[src/rtl/ris_ram.sv]
// Generic single-write, single-read synchronous RAM with a registered read port.
`default_nettype none

module ris_ram #(
  parameter int WIDTH = 8,
  parameter int DEPTH = 16,
  localparam int AW = (DEPTH > 1) ? $clog2(DEPTH) : 1
) (
  input  wire logic             clk,
  input  wire logic             wr_en,
  input  wire logic [AW-1:0]    wr_addr,
  input  wire logic [WIDTH-1:0] wr_data,
  input  wire logic             rd_en,
  input  wire logic [AW-1:0]    rd_addr,
  output logic      [WIDTH-1:0] rd_data
);

  logic [WIDTH-1:0] mem [DEPTH];

  always_ff @(posedge clk) begin
    if (wr_en) begin
      mem[wr_addr] <= wr_data;
    end
    if (rd_en) begin
      rd_data <= mem[rd_addr];
    end
  end

endmodule

`default_nettype wire

[config.mk]
export PLATFORM = sky130hd
export DESIGN_NAME = ris_ram
export DESIGN_NICKNAME = d
export VERILOG_FILES = /design/src/rtl/ris_ram.sv
export SDC_FILE = /design/constraint.sdc
export NUM_CORES = 1
export LEC_CHECK = 0
export BUFFER_PORTS_ARGS = -buffer_cell sky130_fd_sc_hd__buf_2
export CAP_MARGIN = 10
export CORE_ASPECT_RATIO = 1.1
export CORE_MARGIN = 2
export CORE_UTILIZATION = 60
export DETAILED_ROUTE_END_ITERATION = 8
export PLACE_DENSITY = 0.78
export SLEW_MARGIN = 20
export SYNTH_ARGS = -nofsm -noshare
export SYNTH_HDL_FRONTEND = slang
export SYNTH_SLANG_ARGS = --single-unit
[constraint.sdc]
create_clock -name clk -period 3.5 [get_ports clk]
set_clock_uncertainty 0.05 [all_clocks]
set_input_delay 0.35 -clock clk [delete_from_list [all_inputs] [get_ports clk]]
set_output_delay 0.35 -clock clk [all_outputs]
set_load 0.01 [all_outputs]
=== Word level (Yosys, flattened, before mapping) ===
Memories as Yosys holds them, arrays and structs flattened. A register that Yosys moved wholly into a read port is not among the register bits.
Index checks and enable logic that the tools add are counted.

* Output and inout port bits: 8
* Register bits after elaboration: 0
* Bits in writable memories: 128
* Memories: 1
* Logic and storage cells: 3
* Input bits: 19

* Muxes and demuxes: 2

{| class="wikitable"
|+ Memories
! name !! depth !! bits a word !! rd ports !! clocked after Yosys merged registers in !! write ports !! RTL line !! text
|-
| mem || 16 || 8 || 1 || 1 || 1 || 18 || <nowiki>logic [WIDTH-1:0] mem [DEPTH];</nowiki>
|}

{| class="wikitable"
|+ Operators by type and width
! kind !! number
|-
| $mux W1 || 2
|}

=== Logic depth before layout (Yosys ltp) ===
Gate-level depths: netlist of the first run.

* Depth after elaboration: 2
* Mapped depth: 5
* Depth with buffers taken out: 3

=== Least setup slack after synthesis of the first run ===
Ideal clock, no wire load.

* Path type: input to register
* Start: in wr_addr[2]
* End: mem mem[0][0] (enable)
* Setup slack: 1.607 ns
* Setup time: 0.383 ns
* Stages: 2
* Required time: 3.067 ns
* Arrival time: 1.460 ns
* Buffers on the path: 0
* Cell sequence: or3b_2 -> nor3_1

{| class="wikitable"
|+ RTL lines
! what !! RTL line !! text
|-
| start, declared || 11 || <nowiki>input wire logic [AW-1:0] wr_addr,</nowiki>
|-
| end, declared || 18 ||
|}

Straight into the memory's write port.

==> impl_metrics.ini, run 1 <==
[synth]
yosysMostFrequentCell = edfxtp_1
synth-edff-count = 136
synth_ff_type = edfxtp_1
ys_ff_latch = 136
syn-num-nets = 248
ys_seq_area_share_pct = 78.1
synthDistinctLibCells = 18
synth_commonest_cells = edfxtp_1 (136), mux4_2 (18), a22oi_1 (16)
synthCells = 229
syn_area_per_cell_um2 = 22.8
synth_area_um2 = 5230
synth_top_area_share_pct = 78.1
yosys.area.top_type = edfxtp_1
ys_async_sr_fraction_pct = 0
synthTopCellsByArea = edfxtp_1 (78%), mux4_2 (7.8%), mux4_1 (7.0%)
ys_warn_count = 0

[power_and_ir_drop]
p_total_mw = 3.75
pwr-share-comb_pct = 4.3
pwr-share-clk_pct = 46.5
p_sw_share_pct = 20.3
leakagePower_nw = 2.03
vdd_drop_max_v = 0.000390
p_per_area_nw_per_um2 = 620
pwr-share-seq_pct = 49.2
p_int_mw = 2.99
p_sw_mw = 0.760

[drt]
drc_errors = 0
wl_per_cell_um = 24.1
wl_um = 9450
drt_iter0_drc = 273
ant_nets = 0
num_vias = 2410
vias_per_cell = 6.13
dr.pass1.iters = 8

[layout]
fin_area_um2 = 6040
drive_gt1_share_pct = 29.1
final_nets = 288
fillers = 500
finalNonFillerCells = 393
syn2layout_area_growth_pct = 15.6
finish.utilization_pct = 71.8
antenna_cells = 0

[die]
ios = 27
die_area_um2 = 9480
core.rowCount = 35
fp.dieW_um = 93.0
die_h_um = 102
core_area_um2 = 8410
start_util_pct = 62.2

[critical_path]
crit_path_end_kind = flip-flop
critPathKind = in2reg
cp.required_ns = 3.71
path_max_fanout = 13
startpoint_type = input port
cp.arrival_ns = 1.95

[flow_run]
maxCapViolCount = 0

[cts]
clockBufferDepth = 2
cts.sinks = 136
clk_pin_slew_ns = 0.06
cts_root_buf = clkbuf_8
post_cts_resized = 0
numCtsBuffers = 17
tritoncts = yes
post_cts_buffers = 0
worstSkewPairLatency_ns = 0.51
hold_buffers = 0
h-tree-depth = 4

[global_routing]
grt_use_total_pct = 22.5
grt_max_degree = 33
grt_pass1_vias = 2510
antenna_found_initial = 0
grt_pass1_wl_um = 14600
grt-ovfl-total = 0

[sta]
slew-limit-headroom_pct = 35.9
rsz0062_at_grt = no
max_freq_mhz = 575
finalSetupTns_ns = 0
setup_viol = 0
fin_crit_sh_pct = 49.7
maxSlewViolCount = 0
tightest_slew_ns = 0.959
worst_slack_ns = 1.76
hold_viol = 0
timing.hold.ws_ns = 0.162
fin_crit_ns = 1.74

[placement]
place_ws_ns = 1.21
dp_hpwl_um = 5820
gp_congestion = 0.747
dp.cells = 361
dpl-instance-area_um2 = 5450
port_buffers = 26

[worst_hold_path]
hold_class = in2reg

[outcome]
status = complete, no violations
## worst paths after layout
kind | startpoint | to | slack [ns] | cells past startpoint
setup / recovery | rd_addr[0] | rd_data[3] | 1.76 | 5
hold / removal | rd_en | rd_data[2] | 0.16 | 1
setup reg to reg | mem[1][0] | rd_data[0] | 1.95 | 3
hold reg to reg | mem[14][5] | rd_data[5] | 0.69 | 3
## worst max-delay path, stage by stage
cell     delay [ns]
buf_2          0.31
buf_4          0.33
mux4_1         0.62
a22oi_1        0.24
nand2_1        0.09
## layout by cell type (no fill, tap or decap)
| cell type | instances |
|---|---|
| edfxtp_1 | 136 |
| buf_2 | 26 |
| mux4_2 | 18 |
| a22oi_1 | 16 |
| clkbuf_16 | 16 |
| mux4_1 | 14 |
| nor2_1 | 13 |
| nand2_1 | 9 |
| buf_4 | 5 |
| clkinv_2 | 4 |
| nor3_1 | 3 |
| inv_6 | 3 |
| bufinv_16 | 3 |
| clkinv_4 | 3 |
| nand3b_1 | 2 |
| nand2b_1 | 2 |
| nor2b_1 | 1 |
| and2_1 | 1 |
| and2b_1 | 1 |
| nand3_1 | 1 |
| nor3_2 | 1 |
| or3b_2 | 1 |
| clkbuf_8 | 1 |
| clkinv_1 | 1 |
| clkinvlp_4 | 1 |
## cell type report
cell class	count	area (um2)	share of cell area, %
clock buffer	17	414	6.86
clock inverter	15	174	2.88
multi-input combinational	83	1060	17.6
sequential	136	4080	67.6
tap	111	139	2.30
timing repair buffer	31	168	2.78
## cells by family (layout without fill, tap and decap cells)
family / after synthesis / after routing / share of synthesized area, %
flops: 136 / 136 / 78.1
buf+inv: 10 / 63 / 1.65
mux: 32 / 32 / 14.8
simple gates: 35 / 35 / 3.14
compound gates: 16 / 16 / 2.30
## layer usage
layer / part of all wire [%] / track usage (%) / wire, um / up-vias
met4: 1.9 / 11.4 / 176 / 0
li1: - / - / - / 1065
met1: 41 / 31.7 / 3860 / 1218
met5: 0 / 0 / 0 / -
met3: 7.6 / 5.97 / 720 / 14
met2: 50 / 33.4 / 4700 / 113
## flip-flops by register name (all words and copies together) (netlist names)
signal / count
mem: 128
rd_data: 8
## power groups by stage
stage	Clock [mW]	Combinational (mW)	Sequential, mW
CTS	1.76	0.162	1.85
floorplan	0	0.0926	1.88
finish	1.74	0.160	1.84
global route	1.84	0.174	1.85
detailed placement	0	0.161	1.88
global placement	0	0.155	1.88
No activity file was read; power rests on OpenSTA's default activity.
==> run 2: changes to the inputs <==
- ABC_AREA: default -> 1
- clock period: 3.5 -> 1.7 ns (I/O delays scaled with it)
==> impl_metrics.ini, run 2 <==
[outcome]
status = complete, no violations

[layout]
antenna_cells = 0
largest_reg_flops = 128
final_nets = 614
final_common_cell = nand2_1
top_regs = mem (128), rd_data (8)
syn2layout_area_growth_pct = 14.9
final_cell_mix = nand2_1 (173), edfxtp_1 (136), inv_1 (100)
drive_gt1_share_pct = 13.0
finalNonFillerCells = 725
max_flop_register = mem

[worst_hold_path]
hold_class = in2reg

[global_routing]
use_met2_pct = 42.2
gr-usage-met1_pct = 34.3
grt_pass1_wl_um = 20200
busiest_layer = met2
antenna_found_initial = 0
grt_use_met3_pct = 6.56
grt-ovfl-total = 0
grt_pass1_vias = 3887
grt_max_degree = 65
grt_use_total_pct = 26.0

[critical_path]
cp.arrival_ns = 1.54
path_max_fanout = 1
cp.required_ns = 1.93
crit_path_end_kind = flip-flop
startpoint_type = flip-flop
critPathKind = reg2reg

[sta]
maxSlewViolCount = 0
max_freq_mhz = 762
setup_viol = 0
timing.hold.ws_ns = 0.0228
rsz0062_at_grt = no
fin_crit_ns = 1.31
slew-limit-headroom_pct = 60.8
tightest_slew_ns = 0.586
fin_crit_sh_pct = 77.2
hold_viol = 0
finalSetupTns_ns = 0

[drt]
drc_errors = 0
ant_nets = 0
drt_iter0_drc = 457
dr.pass1.iters = 7
num_vias = 4032
vias_per_cell = 5.56
wl_per_cell_um = 17.7
wl_um = 12800

[synth]
synth-edff-count = 136
synth_commonest_cells = nand2_1 (173), edfxtp_1 (136), inv_1 (100)
synth_area_um2 = 5850
synthTopCellsByArea = edfxtp_1 (70%), nand2_1 (11%), nand3_1 (8.3%)
synthDistinctLibCells = 11
ys_warn_count = 0
yosys.area.top_type = edfxtp_1
ys_async_sr_fraction_pct = 0
synthCells = 551
ys_seq_area_share_pct = 69.8
synth_ff_type = edfxtp_1
synth_top_area_share_pct = 69.8
syn_area_per_cell_um2 = 10.6
syn-num-nets = 570
yosysMostFrequentCell = nand2_1
ys_ff_latch = 136

[placement]
dp.cells = 692
port_buffers = 26
dp_hpwl_um = 7920
gp_congestion = 0.909

[die]
fp.dieW_um = 98.1
die_area_um2 = 10600
core_area_um2 = 9400
start_util_pct = 62.2
ios = 27
die_h_um = 108
core.rowCount = 37

[cts]
worstSkewPairLatency_ns = 0.53
cts.sinks = 136
clockBufferDepth = 2
cts_root_buf = clkbuf_8
numCtsBuffers = 17
clk_pin_slew_ns = 0.06
tritoncts = yes
h-tree-depth = 4
post_cts_buffers = 0
hold_buffers = 1
post_cts_resized = 0

[power_and_ir_drop]
p_per_area_nw_per_um2 = 1160
leakagePower_nw = 2.93
vdd_drop_max_v = 0.000759

[flow_run]
maxCapViolCount = 0
run 2: path summary, 6_finish.rpt:
check             slack [ns]    endpoint  depth (start not counted)  startpoint
setup / recovery        0.39  rd_data[2]                          6   mem[0][2]
hold / removal          0.02  mem[11][3]                          1  wr_data[3]
setup reg to reg        0.39  rd_data[2]                          6   mem[0][2]
hold reg to reg         0.74  rd_data[0]                          6   mem[2][0]
run 2: cells by family after synthesis:
family	after synthesis	share of synthesized area, %
buf+inv	126	9.39
flops	136	69.8
simple gates	289	20.8
run 2: critical path, stage by stage (launching register included):
cell and delay, ns:
edfxtp_1 0.36, inv_1 0.07, nand2_1 0.07, nand3_1 0.11, nand3_1 0.14, nand3_1 0.17, nand2_1 0.09
run 2: cell type report:
| class | instances | area (um2) |
|---|---|---|
| Clock buffer | 18 | 418 |
| Clock inverter | 14 | 158 |
| Fill cell | 650 | 2680 |
| Inverter | 102 | 383 |
| Multi-Input combinational cell | 289 | 1210 |
| Sequential cell | 136 | 4080 |
| Tap cell | 117 | 146 |
| Timing Repair Buffer | 49 | 318 |
run 2: layer usage:
layer  wire length (um)  up-vias
met1               5180     1908
met5                  0        -
met4                302        0
met2               6250      232
li1                   -     1866
met3               1100       26
run 2: through the flow:
stage | instance area (um2) | utilization [%] | total power, mW | setup slack, ns
CTS | 6720 | 71.5 | 7.82 | 0.366
finish | 6720 | 71.5 | 7.81 | 0.388
global route | 6720 | 71.5 | 8.01 | 0.358
detailed placement | 6130 | 65.3 | 4.32 | 0.184
global placement | 6130 | 65.3 | 4.30 | 0.264
floorplan | 5850 | - | 4.14 | 0.529
run 2: where the power goes:
part / switching [mW] / internal, mW
sequential: 0.0208 / 3.78
clock: 1.34 / 2.21
combinational: 0.329 / 0.133
total: 1.69 / 6.12
==> run 3: changes to the inputs <==
- CORE_UTILIZATION: 60 -> 55
- PLACE_DENSITY: 0.78 -> 0.75
- clock period: 1.7 -> 1.2 ns (I/O delays scaled with it)
==> impl_metrics.ini, run 3 (synthesized netlist as in run 2, its figures left out) <==
[outcome]
status = complete, no violations

[placement]
place_ws_ns = -0.221
dp_hpwl_um = 8160
port_buffers = 26
gp_congestion = 0.908
dpl-instance-area_um2 = 6250

[die]
core_area_um2 = 10400
start_util_pct = 56.3
die_h_um = 112
fp.dieW_um = 102
ios = 27
core.rowCount = 39
die_area_um2 = 11500

[cts]
clockBufferDepth = 2
post_cts_buffers = 0
h-tree-depth = 4
clk_pin_slew_ns = 0.06
tritoncts = yes
numCtsBuffers = 17
cts.sinks = 136
cts_root_buf = clkbuf_16
worstSkewPairLatency_ns = 0.41

[critical_path]
r2r_slack_ns = 0.04
critPathTopFamily = flip-flops
path_cells = buf_2
setup.worst_path.start = rd_data[5]
rr_worst_depth = 6
worstReg2RegEnd = rd_data[3]
slowest_delay_ns = 0.42
startpoint_type = flip-flop
crit_buf_inv = 1
critPathKind = reg2out
cpMaxStageDelayCell = edfxtp_1
r2r_start = mem[7][3]
path_max_fanout = 1
cp.depth = 1
cp.arrival_ns = 0.99
cp.required_ns = 1.03
crit_path_end_kind = output port
critPathCapture = rd_data[5]

[drt]
ant_nets = 0
drt_iter0_drc = 302
vias_per_cell = 5.29
num_vias = 4000
drc_errors = 0
wl_per_cell_um = 17.4
wl_um = 13200
dr.pass1.iters = 5

[sta]
hold_viol = 0
worst_slack_ns = 0.0382
tightest_slew_ns = 0.617
finalSetupTns_ns = 0
fin_crit_sh_pct = 96.8
setup_viol = 0
max_freq_mhz = 861
slew-limit-headroom_pct = 58.8
maxSlewViolCount = 0
fin_crit_ns = 1.16

[worst_hold_path]
hold_class = in2reg

[global_routing]
grt-ovfl-total = 0
antenna_found_initial = 0
grt_pass1_wl_um = 20500
grt_pass1_vias = 3988
grt_max_degree = 38
grt_use_total_pct = 24.7

[layout]
fin_area_um2 = 6930
max_flop_register = mem
top_regs = mem (128), rd_data (8)
largest_reg_flops = 128
final_cell_mix = nand2_1 (172), edfxtp_1 (136), inv_1 (99)
antenna_cells = 0
syn2layout_area_growth_pct = 18.6
final_nets = 620
drive_gt1_share_pct = 17.1
final_common_cell = nand2_1

[power_and_ir_drop]
pwr-share-clk_pct = 45.2
pwr-share-seq_pct = 48.3
vdd_drop_max_v = 0.000995
p_per_area_nw_per_um2 = 1610
pwr-share-comb_pct = 6.5
leakagePower_nw = 3.02
p_int_mw = 8.79
p_sw_share_pct = 21.1
p_sw_mw = 2.35

[flow_run]
maxCapViolCount = 0
## run 3: cell count changes in the layout (fill, tap and decap cells not counted), moves of 2 or more
cell	before	now
buf_12	1	4
nand3_1	97	76
nand3_2	0	21
clkinvlp_4	3	1
clkinv_4	2	0
buf_4	21	24
## run 3: worst min path at each step
stage	from	end	slack, ns	depth (start not counted)
floorplan	wr_data[0]	mem[0][0]	0.17	0
global placement	rd_en	rd_data[3]	0.44	1
detailed placement	rd_en	rd_data[3]	0.44	1
CTS	wr_data[5]	mem[11][5]	0.07	1
global route	wr_data[5]	mem[8][5]	0.07	1
finish	wr_data[5]	mem[2][5]	0.07	1
## run 3: cell type report
class / count / area [um2]
multi-input cells: 289 / 1320
clock inverters: 12 / 134
well taps: 143 / 179
fillers: 792 / 3460
inverters: 102 / 383
flip-flops and latches: 136 / 4080
clock buffers: 19 / 433
repair buffers: 55 / 400
## run 3: what timing repair did
item                                   in CTS  in global routing
endpoints found under the hold margin       4                  0
hold buffers                                1                  0
setup endpoints to repair                   2                  8
pin swaps                                   1                  2
resized for setup                           1                 22
## run 3: power groups by stage
stage | sequential (mW) | combinational (mW) | clock [mW]
after CTS | 5.38 | 0.686 | 5.05
final | 5.39 | 0.721 | 5.04
after detailed placement | 5.48 | 0.676 | 0
after global routing | 5.39 | 0.788 | 5.27
after floorplan | 5.49 | 0.375 | 0
after global placement | 5.48 | 0.659 | 0
## run 3: layer usage
metal  vias up  GRT usage, %  wire, um
met5         -             0         0
met1      1918          31.2      5280
met2       168          38.0      6570
met3        31          7.72       872
met4         0          13.4       439
li1       1883             -         -
## run 3: metrics by stage
stage               utilization, %  std cells  hold WS, ns  total power [mW]
finish                        66.7        756       0.0744              11.1
global route                  66.7        756       0.0703              11.5
CTS                           65.7        756       0.0674              11.1
detailed placement            60.1        724        0.435              6.16
global placement              60.1        724        0.437              6.14
floorplan                        -        551        0.169              5.86
